## src/hdl/ptt_pkg.sv

```systemverilog
// ----------------------------------------------------------------------------
// ptt_pkg
// Shared types and constants of the periodic timer table.
// ----------------------------------------------------------------------------
package ptt_pkg;

  localparam int MAX_TIMERS_DEF   = 16;
  localparam int HANDLER_BITS_DEF = 8;
  localparam int HANDLER_MAX_W    = 16;
  localparam int RESULT_LIMIT     = 16;
  localparam int ID_W             = 8;
  localparam int LIMIT_W          = 32;
  localparam int REMOVED_W        = 7;

  localparam logic [1:0] MODE_TICK   = 2'd0;
  localparam logic [1:0] MODE_ADD    = 2'd1;
  localparam logic [1:0] MODE_REMOVE = 2'd2;

  localparam logic [1:0] KIND_FIRED   = 2'd0;
  localparam logic [1:0] KIND_ADDED   = 2'd1;
  localparam logic [1:0] KIND_FULL    = 2'd2;
  localparam logic [1:0] KIND_REMOVED = 2'd3;

  typedef enum logic [1:0] {
    OP_HOLD,
    OP_ROTATE,
    OP_APPEND
  } cell_op_t;

  typedef struct packed {
    cell_op_t op;
    logic     keep;
  } cell_ctl_t;

  typedef enum logic [2:0] {
    ST_IDLE,
    ST_ADD,
    ST_TICK,
    ST_REMOVE,
    ST_DONE
  } state_t;

endpackage

```

## src/hdl/ptt_cell.sv

```systemverilog
// ----------------------------------------------------------------------------
// ptt_cell
// One timer slot; takes its right neighbor, or the bus if last, on a rotate.
// ----------------------------------------------------------------------------
module ptt_cell #(
  parameter int HANDLER_BITS = ptt_pkg::HANDLER_BITS_DEF
) (
  input  logic                       clk,
  input  logic                       rst,
  input  ptt_pkg::cell_ctl_t         ctl,
  input  logic                       left_valid,
  input  logic                       nb_valid,
  input  logic [ptt_pkg::LIMIT_W-1:0] nb_limit,
  input  logic [ptt_pkg::LIMIT_W-1:0] nb_counter,
  input  logic [HANDLER_BITS-1:0]    nb_handler,
  input  logic [ptt_pkg::LIMIT_W-1:0] bus_limit,
  input  logic [ptt_pkg::LIMIT_W-1:0] bus_counter,
  input  logic [HANDLER_BITS-1:0]    bus_handler,
  output logic                       valid,
  output logic [ptt_pkg::LIMIT_W-1:0] limit,
  output logic [ptt_pkg::LIMIT_W-1:0] counter,
  output logic [HANDLER_BITS-1:0]    handler
);
  import ptt_pkg::*;

  logic                    valid_next;
  logic [LIMIT_W-1:0]      limit_next;
  logic [LIMIT_W-1:0]      counter_next;
  logic [HANDLER_BITS-1:0] handler_next;

  always_comb begin
    valid_next   = valid;
    limit_next   = limit;
    counter_next = counter;
    handler_next = handler;
    case (ctl.op)
      OP_ROTATE: begin
        // last valid slot receives the entry that leaves the head
        if (valid && !nb_valid) begin
          valid_next   = ctl.keep;
          limit_next   = bus_limit;
          counter_next = bus_counter;
          handler_next = bus_handler;
        end else begin
          valid_next   = nb_valid;
          limit_next   = nb_limit;
          counter_next = nb_counter;
          handler_next = nb_handler;
        end
      end
      OP_APPEND: begin
        if (!valid && left_valid) begin
          valid_next   = 1'b1;
          limit_next   = bus_limit;
          counter_next = bus_counter;
          handler_next = bus_handler;
        end
      end
      default: begin
      end
    endcase
  end

  always_ff @(posedge clk) begin
    if (rst) begin
      valid <= 1'b0;
    end else begin
      valid <= valid_next;
    end
    limit   <= limit_next;
    counter <= counter_next;
    handler <= handler_next;
  end

endmodule

```

## src/hdl/periodic_timer_table.sv

```systemverilog
// ----------------------------------------------------------------------------
// periodic_timer_table
// Periodic timer table built as a row of slots that rotates through its head.
// ----------------------------------------------------------------------------
//
//  channel | direction | handshake           | payload
//  --------+-----------+---------------------+------------------------------------
//  cmd     | in        | cmd_valid/cmd_stall | mode, handler_id, interval
//  res     | out       | res_valid/res_stall | kind, fired_id, removed_count, last
//
//  A command beat is taken only while the controller is idle.
//  Add appends the entry and loads its result in the add state. Tick and
//  remove rotate every entry in the table through the head of the slot
//  row, then take a closing step.
//  A stalled result register holds the tick rotation and the add/remove
//  closing step; a remove rotation runs on regardless.
//  Reset (rst, synchronous) empties the table and the result register.
// ----------------------------------------------------------------------------
module periodic_timer_table #(
  parameter int MAX_TIMERS   = ptt_pkg::MAX_TIMERS_DEF,
  parameter int HANDLER_BITS = ptt_pkg::HANDLER_BITS_DEF
) (
  input  logic                          clk,
  input  logic                          rst,
  input  logic                          cmd_valid,
  output logic                          cmd_stall,
  input  logic [1:0]                    mode,
  input  logic [ptt_pkg::ID_W-1:0]      handler_id,
  input  logic [ptt_pkg::LIMIT_W-1:0]   interval,
  output logic                          res_valid,
  input  logic                          res_stall,
  output logic [1:0]                    kind,
  output logic [ptt_pkg::ID_W-1:0]      fired_id,
  output logic [ptt_pkg::REMOVED_W-1:0] removed_count,
  output logic                          last
);
  import ptt_pkg::*;

  localparam int CNT_W  = $clog2(MAX_TIMERS + 1);
  localparam int EMIT_W = $clog2(RESULT_LIMIT + 1);

  state_t state, state_next;

  logic [CNT_W-1:0]        total;
  logic [CNT_W-1:0]        sweep_len;
  logic [CNT_W-1:0]        step;
  logic [CNT_W-1:0]        removed;
  logic [EMIT_W-1:0]       n_emit;
  logic [1:0]              cur_mode;
  logic [HANDLER_BITS-1:0] cur_hid;
  logic [LIMIT_W-1:0]      cur_interval;
  logic                    pend_valid;
  logic [HANDLER_BITS-1:0] pend_id;

  // slot row
  logic                    cv [MAX_TIMERS];
  logic [LIMIT_W-1:0]      cl [MAX_TIMERS];
  logic [LIMIT_W-1:0]      cc [MAX_TIMERS];
  logic [HANDLER_BITS-1:0] ch [MAX_TIMERS];

  cell_ctl_t               ctl;
  logic [LIMIT_W-1:0]      bus_limit;
  logic [LIMIT_W-1:0]      bus_counter;
  logic [HANDLER_BITS-1:0] bus_handler;

  logic                    cmd_accept;
  logic                    res_free;
  logic                    last_step;
  logic                    head_fire;
  logic                    emit;
  logic                    full;
  logic                    res_load;
  logic [1:0]              res_kind_next;
  logic [HANDLER_BITS-1:0] res_id_next;
  logic [REMOVED_W-1:0]    res_removed_next;
  logic                    res_last_next;

  logic [HANDLER_MAX_W-1:0] hid_ext;
  logic [HANDLER_MAX_W-1:0] res_id_ext;

  assign cmd_stall  = (state != ST_IDLE);
  assign cmd_accept = cmd_valid && !cmd_stall;
  assign res_free   = !res_valid || !res_stall;
  assign full       = (total == CNT_W'(MAX_TIMERS));
  assign last_step  = (CNT_W'(step + 1'b1) == sweep_len);
  assign hid_ext    = HANDLER_MAX_W'(handler_id);

  // head of the row: a fired timer restarts at zero, others count up
  assign head_fire = (cc[0] >= cl[0]);
  assign emit      = head_fire && (ch[0] != '0) && (n_emit < EMIT_W'(RESULT_LIMIT));

  always_comb begin
    bus_limit   = cl[0];
    bus_counter = cc[0];
    bus_handler = ch[0];
    case (state)
      ST_TICK: begin
        bus_counter = head_fire ? '0 : cc[0] + 1'b1;
      end
      ST_ADD: begin
        bus_limit   = cur_interval;
        bus_counter = '0;
        bus_handler = cur_hid;
      end
      default: begin
      end
    endcase
  end

  // next state
  always_comb begin
    state_next = state;
    case (state)
      ST_IDLE: begin
        if (cmd_accept) begin
          case (mode)
            MODE_TICK:   state_next = (total == '0) ? ST_IDLE : ST_TICK;
            MODE_ADD:    state_next = ST_ADD;
            MODE_REMOVE: state_next = (total == '0) ? ST_DONE : ST_REMOVE;
            default:     state_next = ST_IDLE;
          endcase
        end
      end
      ST_ADD: begin
        if (res_free) begin
          state_next = ST_IDLE;
        end
      end
      ST_TICK: begin
        if (res_free && last_step) begin
          state_next = ST_DONE;
        end
      end
      ST_REMOVE: begin
        if (last_step) begin
          state_next = ST_DONE;
        end
      end
      ST_DONE: begin
        if (res_free || (cur_mode == MODE_TICK && !pend_valid)) begin
          state_next = ST_IDLE;
        end
      end
      default: state_next = ST_IDLE;
    endcase
  end

  // outputs of the controller: row control and result register load
  always_comb begin
    ctl.op           = OP_HOLD;
    ctl.keep         = 1'b1;
    res_load         = 1'b0;
    res_kind_next    = KIND_FIRED;
    res_id_next      = pend_id;
    res_removed_next = '0;
    res_last_next    = 1'b0;
    case (state)
      ST_ADD: begin
        if (res_free) begin
          ctl.op        = full ? OP_HOLD : OP_APPEND;
          res_load      = 1'b1;
          res_kind_next = full ? KIND_FULL : KIND_ADDED;
          res_id_next   = cur_hid;
          res_last_next = 1'b1;
        end
      end
      ST_TICK: begin
        if (res_free) begin
          ctl.op   = OP_ROTATE;
          // hand on the held fire once a later one shows up
          res_load = emit && pend_valid;
        end
      end
      ST_REMOVE: begin
        ctl.op   = OP_ROTATE;
        ctl.keep = (ch[0] != cur_hid);
      end
      ST_DONE: begin
        if (res_free) begin
          res_last_next = 1'b1;
          if (cur_mode == MODE_TICK) begin
            res_load = pend_valid;
          end else begin
            res_load         = 1'b1;
            res_kind_next    = KIND_REMOVED;
            res_id_next      = '0;
            res_removed_next = REMOVED_W'(removed);
          end
        end
      end
      default: begin
      end
    endcase
  end

  always_ff @(posedge clk) begin
    if (rst) begin
      state      <= ST_IDLE;
      total      <= '0;
      pend_valid <= 1'b0;
      res_valid  <= 1'b0;
    end else begin
      state <= state_next;
      if (ctl.op == OP_APPEND) begin
        total <= total + 1'b1;
      end else if (state == ST_REMOVE && !ctl.keep) begin
        total <= total - 1'b1;
      end
      if (cmd_accept) begin
        pend_valid <= 1'b0;
      end else if (state == ST_TICK && res_free && emit) begin
        pend_valid <= 1'b1;
      end else if (state == ST_DONE && res_free) begin
        pend_valid <= 1'b0;
      end
      if (res_load) begin
        res_valid <= 1'b1;
      end else if (!res_stall) begin
        res_valid <= 1'b0;
      end
    end
  end

  always_ff @(posedge clk) begin
    if (cmd_accept) begin
      cur_mode     <= mode;
      cur_hid      <= hid_ext[HANDLER_BITS-1:0];
      cur_interval <= interval;
      sweep_len    <= total;
      step         <= '0;
      removed      <= '0;
      n_emit       <= '0;
    end else if (ctl.op == OP_ROTATE) begin
      step <= step + 1'b1;
      if (state == ST_REMOVE && !ctl.keep) begin
        removed <= removed + 1'b1;
      end
      if (state == ST_TICK && emit) begin
        pend_id <= ch[0];
        n_emit  <= n_emit + 1'b1;
      end
    end
    if (res_load) begin
      kind          <= res_kind_next;
      fired_id      <= res_id_ext[ID_W-1:0];
      removed_count <= res_removed_next;
      last          <= res_last_next;
    end
  end

  assign res_id_ext = HANDLER_MAX_W'(res_id_next);

  // row of slots, entry 0 at the head
  for (genvar i = 0; i < MAX_TIMERS; i++) begin : g_cell
    logic                    lv;
    logic                    rv;
    logic [LIMIT_W-1:0]      rl;
    logic [LIMIT_W-1:0]      rc;
    logic [HANDLER_BITS-1:0] rh;

    if (i == 0) begin : g_head
      assign lv = 1'b1;
    end else begin : g_body
      assign lv = cv[i-1];
    end

    if (i == MAX_TIMERS - 1) begin : g_tail
      assign rv = 1'b0;
      assign rl = cl[i];
      assign rc = cc[i];
      assign rh = ch[i];
    end else begin : g_link
      assign rv = cv[i+1];
      assign rl = cl[i+1];
      assign rc = cc[i+1];
      assign rh = ch[i+1];
    end

    ptt_cell #(
      .HANDLER_BITS (HANDLER_BITS)
    ) u_cell (
      .clk         (clk),
      .rst         (rst),
      .ctl         (ctl),
      .left_valid  (lv),
      .nb_valid    (rv),
      .nb_limit    (rl),
      .nb_counter  (rc),
      .nb_handler  (rh),
      .bus_limit   (bus_limit),
      .bus_counter (bus_counter),
      .bus_handler (bus_handler),
      .valid       (cv[i]),
      .limit       (cl[i]),
      .counter     (cc[i]),
      .handler     (ch[i])
    );
  end

endmodule

```

## config.mk

```make
export PLATFORM = sky130hd
export DESIGN_NAME = periodic_timer_table
export DESIGN_NICKNAME = d
export VERILOG_FILES = /design/src/hdl/ptt_pkg.sv /design/src/hdl/ptt_cell.sv /design/src/hdl/periodic_timer_table.sv
export SDC_FILE = /design/constraint.sdc
export NUM_CORES = 2
export LEC_CHECK = 0
export BUFFER_PORTS_ARGS = -buffer_cell sky130_fd_sc_hd__buf_2
export CORE_ASPECT_RATIO = 1.5
export CORE_MARGIN = 1.5
export CORE_UTILIZATION = 50
export CTS_CLUSTER_SIZE = 10
export DETAILED_ROUTE_END_ITERATION = 10
export GPL_ROUTABILITY_DRIVEN = 0
export PLACE_DENSITY = 0.68
export RECOVER_POWER = 50
export SKIP_CTS_REPAIR_TIMING = 1
export SLEW_MARGIN = 40
export SYNTH_ARGS = -nofsm -noshare
export SYNTH_HDL_FRONTEND = slang
export SYNTH_SLANG_ARGS = --single-unit
```

## constraint.sdc

```tcl
create_clock -name clk -period 29.9 [get_ports clk]
set_input_delay 5.98 -clock clk [delete_from_list [all_inputs] [get_ports clk]]
set_output_delay 5.98 -clock clk [all_outputs]
set_load 0.03 [all_outputs]
```

---- Yosys cells after proc, flatten, opt, wreduce, memory -nomap -nowiden ----
Cells that the tools add are included.
word-level totals
  bits in registers ....................... 1266
  bits in latches ......................... 0
  memory bits (writable) .................. 0
  memory bits (read-only) ................. 0
  input port bits ......................... 46
  output and inout port bits .............. 20
  logic and storage cells ................. 392
  memories ................................ 0
cells by class
  add/sub/neg operators ................... 6
  $mul .................................... 0
  div/mod/pow operators ................... 0
  $lt $le $gt $ge ......................... 2
  eq/ne operators ......................... 34
  shift-type cells ........................ 0
  multiplexer cells ....................... 184
  bitwise gates (word level) .............. 3
  reductions and logical operators ........ 82
operators with widths
  kind                                                                      count
  32-bit case mux with 2 select lines                                       33
  32-bit two-way mux                                                        36
  8-bit case mux with 2 select lines                                        17
  8-bit two-way mux                                                         21
  1-bit two-way mux                                                         41
  2-bit AND reduction                                                       20
  2-bit by 1-bit inequality test with 1-bit output (second input constant)  17
  32-bit by 1-bit adder with 32-bit output (second input constant)          1
  32-bit greater-or-equal comparator                                        1
  1-bit case mux with 2 select lines                                        16
  1-bit logical AND                                                         26
  5-bit by 1-bit adder with 5-bit output (second input constant)            4
  1-bit logical NOT                                                         20
  3-bit two-way mux                                                         6
  3-bit case mux with 5 select lines                                        1
  2-bit two-way mux                                                         7
  2-bit inequality test (second input constant)                             6
  5-bit two-way mux                                                         2
  3-bit case mux with 3 select lines                                        1
  8-bit inequality test                                                     1
  8-bit nonzero test                                                        1
  3-bit by 2-bit equality test with 1-bit output (second input constant)    2
  2-bit case mux with 3 select lines                                        1
  2-bit nonzero test                                                        3
  other kinds (20)                                                          27

---- Logic depth before layout (Yosys ltp) ----
  depth after elaboration ................. 7
  mapped depth ............................ 21

---- Modules after synthesis ----
Synthesis repeated with hierarchy kept, for this count alone.
unflattened totals
  cells, all modules ...................... 3282
  area total of the unflattened synthesis .. 56320.3 um^2
by module, submodules not included
  module                instances  cells an instance  area each (um^2)  sequential area each (um^2)
  ptt_cell              16         163                3130.5            2182.1
  periodic_timer_table  1          674                6232.2            2632.5

---- Least setup slack after synthesis ----
No wires, ideal clock.
  kind .................................... input to register
  start ................................... in res_stall
  end ..................................... reg g_cell[0].u_cell.valid
  library setup time ...................... 0.140 ns
  arrival time ............................ 28.632 ns
  slack ................................... 1.127 ns
  stages .................................. 9
  path buffers ............................ 1
  cells stage by stage .................... nand2_1 -> and2_1 -> clkbuf_1 -> nand2_1 -> inv_1 -> ha_1 -> inv_1 -> o21ai_0 -> a21oi_1
on the way
  longest elaborated chain between the ends .. 6
  elaborated cells on any way between the ends .. 9
  classes of those cells .................. eq/ne: 2; mux: 4; reduce/logical: 3
ends and longest elaborated chain
  item                                                                                          line                                                      RTL
  from (decl)                                                                                   periodic_timer_table.sv:31                                input logic res_stall,
  1-bit logical NOT (*)                                                                         -
  1-bit logical OR (*)                                                                          periodic_timer_table.sv:83                                assign res_free = !res_valid || !res_stall;
  1-bit two-way mux / 2-bit two-way mux (equally long branches)                                 periodic_timer_table.sv:168, periodic_timer_table.sv:159
  2-bit case mux with 3 select lines (*)                                                        periodic_timer_table.sv:157                               case (state)
  2-bit equality test / 2-bit by 1-bit equality test with 1-bit output (equally long branches)  ptt_cell.sv:36                                            case (ctl.op)
  1-bit case mux with 2 select lines / 2-bit nonzero test (equally long branches)               -
  to (signal assigned)                                                                          ptt_cell.sv:68                                            valid <= valid_next;
  to (decl)                                                                                     ptt_cell.sv:19                                            output logic valid,
Every way passes the cells marked *; elsewhere a longest branch is shown, timed or not.
A chain may end at the register's enable or synchronous reset.

---- Worst setup path after layout ----
  start ................................... in res_stall
  end ..................................... reg g_cell[1].u_cell.counter[11] (netlist bit), enable pin
on the way
  longest elaborated chain between the ends .. 6
  elaborated cells on any way between the ends .. 8
  classes of those cells .................. eq/ne: 2; mux: 3; reduce/logical: 3
ends and longest elaborated chain
  item                                                                                          line                                                      RTL
  1-bit logical NOT (*)                                                                         -
  1-bit logical OR (*)                                                                          periodic_timer_table.sv:83
  1-bit two-way mux / 2-bit two-way mux (equally long branches)                                 periodic_timer_table.sv:168, periodic_timer_table.sv:159
  2-bit case mux with 3 select lines (*)                                                        periodic_timer_table.sv:157
  2-bit equality test / 2-bit by 1-bit equality test with 1-bit output (equally long branches)  ptt_cell.sv:36
  2-bit nonzero test (no line) (*)                                                              -
  to (signal assigned)                                                                          ptt_cell.sv:71                                            counter <= counter_next;
  to (decl)                                                                                     ptt_cell.sv:21                                            output logic [ptt_pkg::LIMIT_W-1:0] counter,
Marks and branches as above.

==> metrics.txt <==
status finished, violations left; failing checks max-capacitance violations, max-slew violations; headroom to the max-slew limit -251%; final hold slack 0.467 ns; setup repair after global routing missed its margin false; Synth Cell Area between 0.06 and 0.07 sq mm; Worst Path Required between 30 and 40 ns; worst voltage drop across the vdd grid ~55 uV; Maximum Capacitance Violations 22; pin count of the biggest net entering global routing between 100 and 150; insertion delay of the later-clocked pin in the worst-skew pair just under 0.8 ns; fraction of post-synthesis cell area in the top cell type by area between 50% and 60%; XOR/XNOR share of the synthesized area less than 1%; net count reported at finish a little under 6000; launch point of the worst reg-to-reg path state[0]; total count of max-transition violations in the final report approximately 1400; synthesized-area fraction occupied by ao, oa, aoi and oai cells 15.9%; most frequent cell after synthesis edfxtp_1; number of hold violations in the final report 0; post-DR wirelength/cell 21.7 um; number of iterations in the first detailed-routing pass 6; EDFF count, synth ~1200; Die Width between 200 and 300 um; Synth Register Bits approximately 1300; cell count after synthesis 6024; clock-pin transition on the worst setup and hold timing paths 0.06 ns; overall routed net length between 150 and 200 mm; share of synthesized area spent on multiplexers roughly 13%; number of buffers created by CTS 145; Max stage delay on crit path between 2 and 3 ns; die footprint between 0.1 and 0.15 sq mm; post-synth top area cell edfxtp_1; number of antenna violations at the first check in global routing 3; DRC errors left 0; WP data arrival about 17 ns; synthesized area per cell roughly 11 sq um; core outline area 0.130 sq mm; root buffer selected by CTS clkbuf_16; via count of the first global-routing pass between 40000 and 50000; Worst Hold Path Cells 1; endpoint type of the worst setup path register; Hold Crit Start n_emit[3]; worst setup skew after layout ~0.030 ns; Worst Hold End n_emit[3]; end of the worst register-to-register path g_cell[1].u_cell.counter[11]; worst reg2reg setup slack ~18 ns; Util after Layout around 55%; detailed-placement wirelength estimate ~92 mm; critical-path maximum fanout 120; PwrDens between 80 and 90 mW/mm^2; biggest area contributors in the synthesized netlist edfxtp_1 (56%), mux2i_1 (7.9%), nor2_1 (6.2%), a21oi_1 (5.0%), mux2_2 (4.9%); critical path class input pin to register; Worst Max-Slew Pin Slew approximately 5.3 ns; maximum root-to-sink buffer count 3; TritonCTS clock tree built; clock sink count ~1300; Vias 46688; Remaining Overflow, GRT 0; Synth Area in Adders less than 1%; Routed Antenna Nets 0; crit path max-delay cell type clkinvlp_2; vias per std cell between 6 and 7; Final Setup Violations 0; DRC marker count from the first detailed-route iteration 4237; sum of internal, switching and leakage power around 5.7 mW; port bufs 63; number of primary I/O pins 66; maximum level of the CTS H-tree 4; Synth Warn # 0; ratio of cells with drive above 1 in the final layout about 11%; sum of negative setup slack 0 ns; type of origin of the critical path input pin; Async S/R FF share, synth 0%; starting density of the core between 50% and 60%; total global-route track usage about 24%; depth of the worst register-to-register path 12; cell types with the highest counts after synthesis edfxtp_1 (1223), nor2_1 (1091), a21oi_1 (663), mux2i_1 (516), clkbuf_1 (437); chain of cells forming the critical path buf_2, nand2_1, and2_0, nand2_1, inv_1, ha_1, clkinvlp_2, clkbuf_1, clkbuf_1, buf_16, buf_12, buf_16; sequential cell area fraction in the yosys report 57.1%; growth of design area from synthesis to finish 8.42%; Yosys cell types 78; most frequently used flop master after synthesis edfxtp_1; die boundary height approximately 450 um; fmax 0.0604 GHz; wire length of the first global-routing pass ~260 mm; post-synthesis share of cell area spent on and, or, nand and nor gates under 10%; number of placement rows around 160; kind of path behind the tightest hold check register to register; post-layout minimum cycle time ~17 ns; static power due to leakage between 20 and 25 nW; largest family of logic cells by synthesized area compound AO/OA/AOI/OAI gates; fin crit share 55.3%
[worst max-delay path by stage]
| stage | end | slack (ns) | from | depth (start not counted) |
|---|---|---|---|---|
| after floorplan | g_cell[0].u_cell.valid | 1.13 | res_stall | 9 |
| after global placement | g_cell[1].u_cell.limit[14] | 18.48 | res_stall | 11 |
| after detailed placement | g_cell[9].u_cell.limit[3] | 19.00 | res_stall | 11 |
| after CTS | g_cell[9].u_cell.limit[6] | 19.81 | res_stall | 11 |
| after global routing | g_cell[3].u_cell.counter[6] | 12.33 | res_stall | 12 |
| final | g_cell[1].u_cell.counter[11] | 13.36 | res_stall | 12 |
[logic make-up (layout without fill, tap and decap cells)]
logic type      after synthesis  in the layout
flops                      1264           1264
buf+inv                     616            427
simple gates               1491           1491
compound gates             1780           1780
fa+ha+maj                    42             42
xor+xnor                     29             29
mux                         801            801
other cells                   1              3
[per-stage QoR]
step                cell area, sq um  cells  setup slack (ns)
floorplan                      65700   6025              1.13
global placement               67100   7353             18.48
detailed placement             67400   7364             19.00
CTS                            71400   7555             19.81
global route                   71300   7559             12.33
finish                         71300   7559             13.36
[power by group]
group	internal (mW)	leakage (nW)	switching (mW)	total, mW
Clock	0.895	1.94	0.693	1.59
Sequential	2.46	11.6	0.110	2.57
Combinational	0.552	9.71	0.994	1.55
Total	3.91	23.2	1.80	5.71
[placed cells by master, fill, tap and decap left out, drive strengths merged, types with 51 or more instances in the layout]
master     n
mux2     285
edfxtp  1223
nand2    179
clkbuf   237
buf      132
mux2i    516
o22ai     79
and3      62
o21ai    369
a31oi    373
nor2    1092
o211ai    98
inv       51
a21oi    663
[worst max-delay path: cells and delay by family]
family / cells / cell delay (ns)
buffers and inverters: 8 / 9.52
and+or+nand+nor: 3 / 0.84
adders and majority gates: 1 / 0.25
[routing by layer]
layer	global-route usage, %	wire length [um]	vias up
li1	-	-	22001
met1	31.1	67600	22914
met2	41.2	81000	1468
met3	3.43	9630	305
met4	9.20	5690	0
met5	0	0	-
[sequential cells by signal (all words and copies together) (netlist names), 5 cells and up]
name                   count
cur_hid                    8
cur_interval              32
fired_id                   8
g_cell.u_cell.counter    512
g_cell.u_cell.handler    128
g_cell.u_cell.limit      512
g_cell.u_cell.valid       16
n_emit                     5
pend_id                    8
removed                    5
removed_count              5
step                       5
sweep_len                  5
total                      5
[area by class of cell]
class | instances | area (sq um)
antenna | 1 | 2.50
clock buffer | 178 | 3840
clock inverter | 13 | 153
fill | 11133 | 58900
inverter | 45 | 171
multi-input combinational | 4145 | 26100
sequential | 1264 | 37500
tap | 1722 | 2150
timing repair buffer | 191 | 1320
No activity file was read; power rests on OpenSTA's default activity.
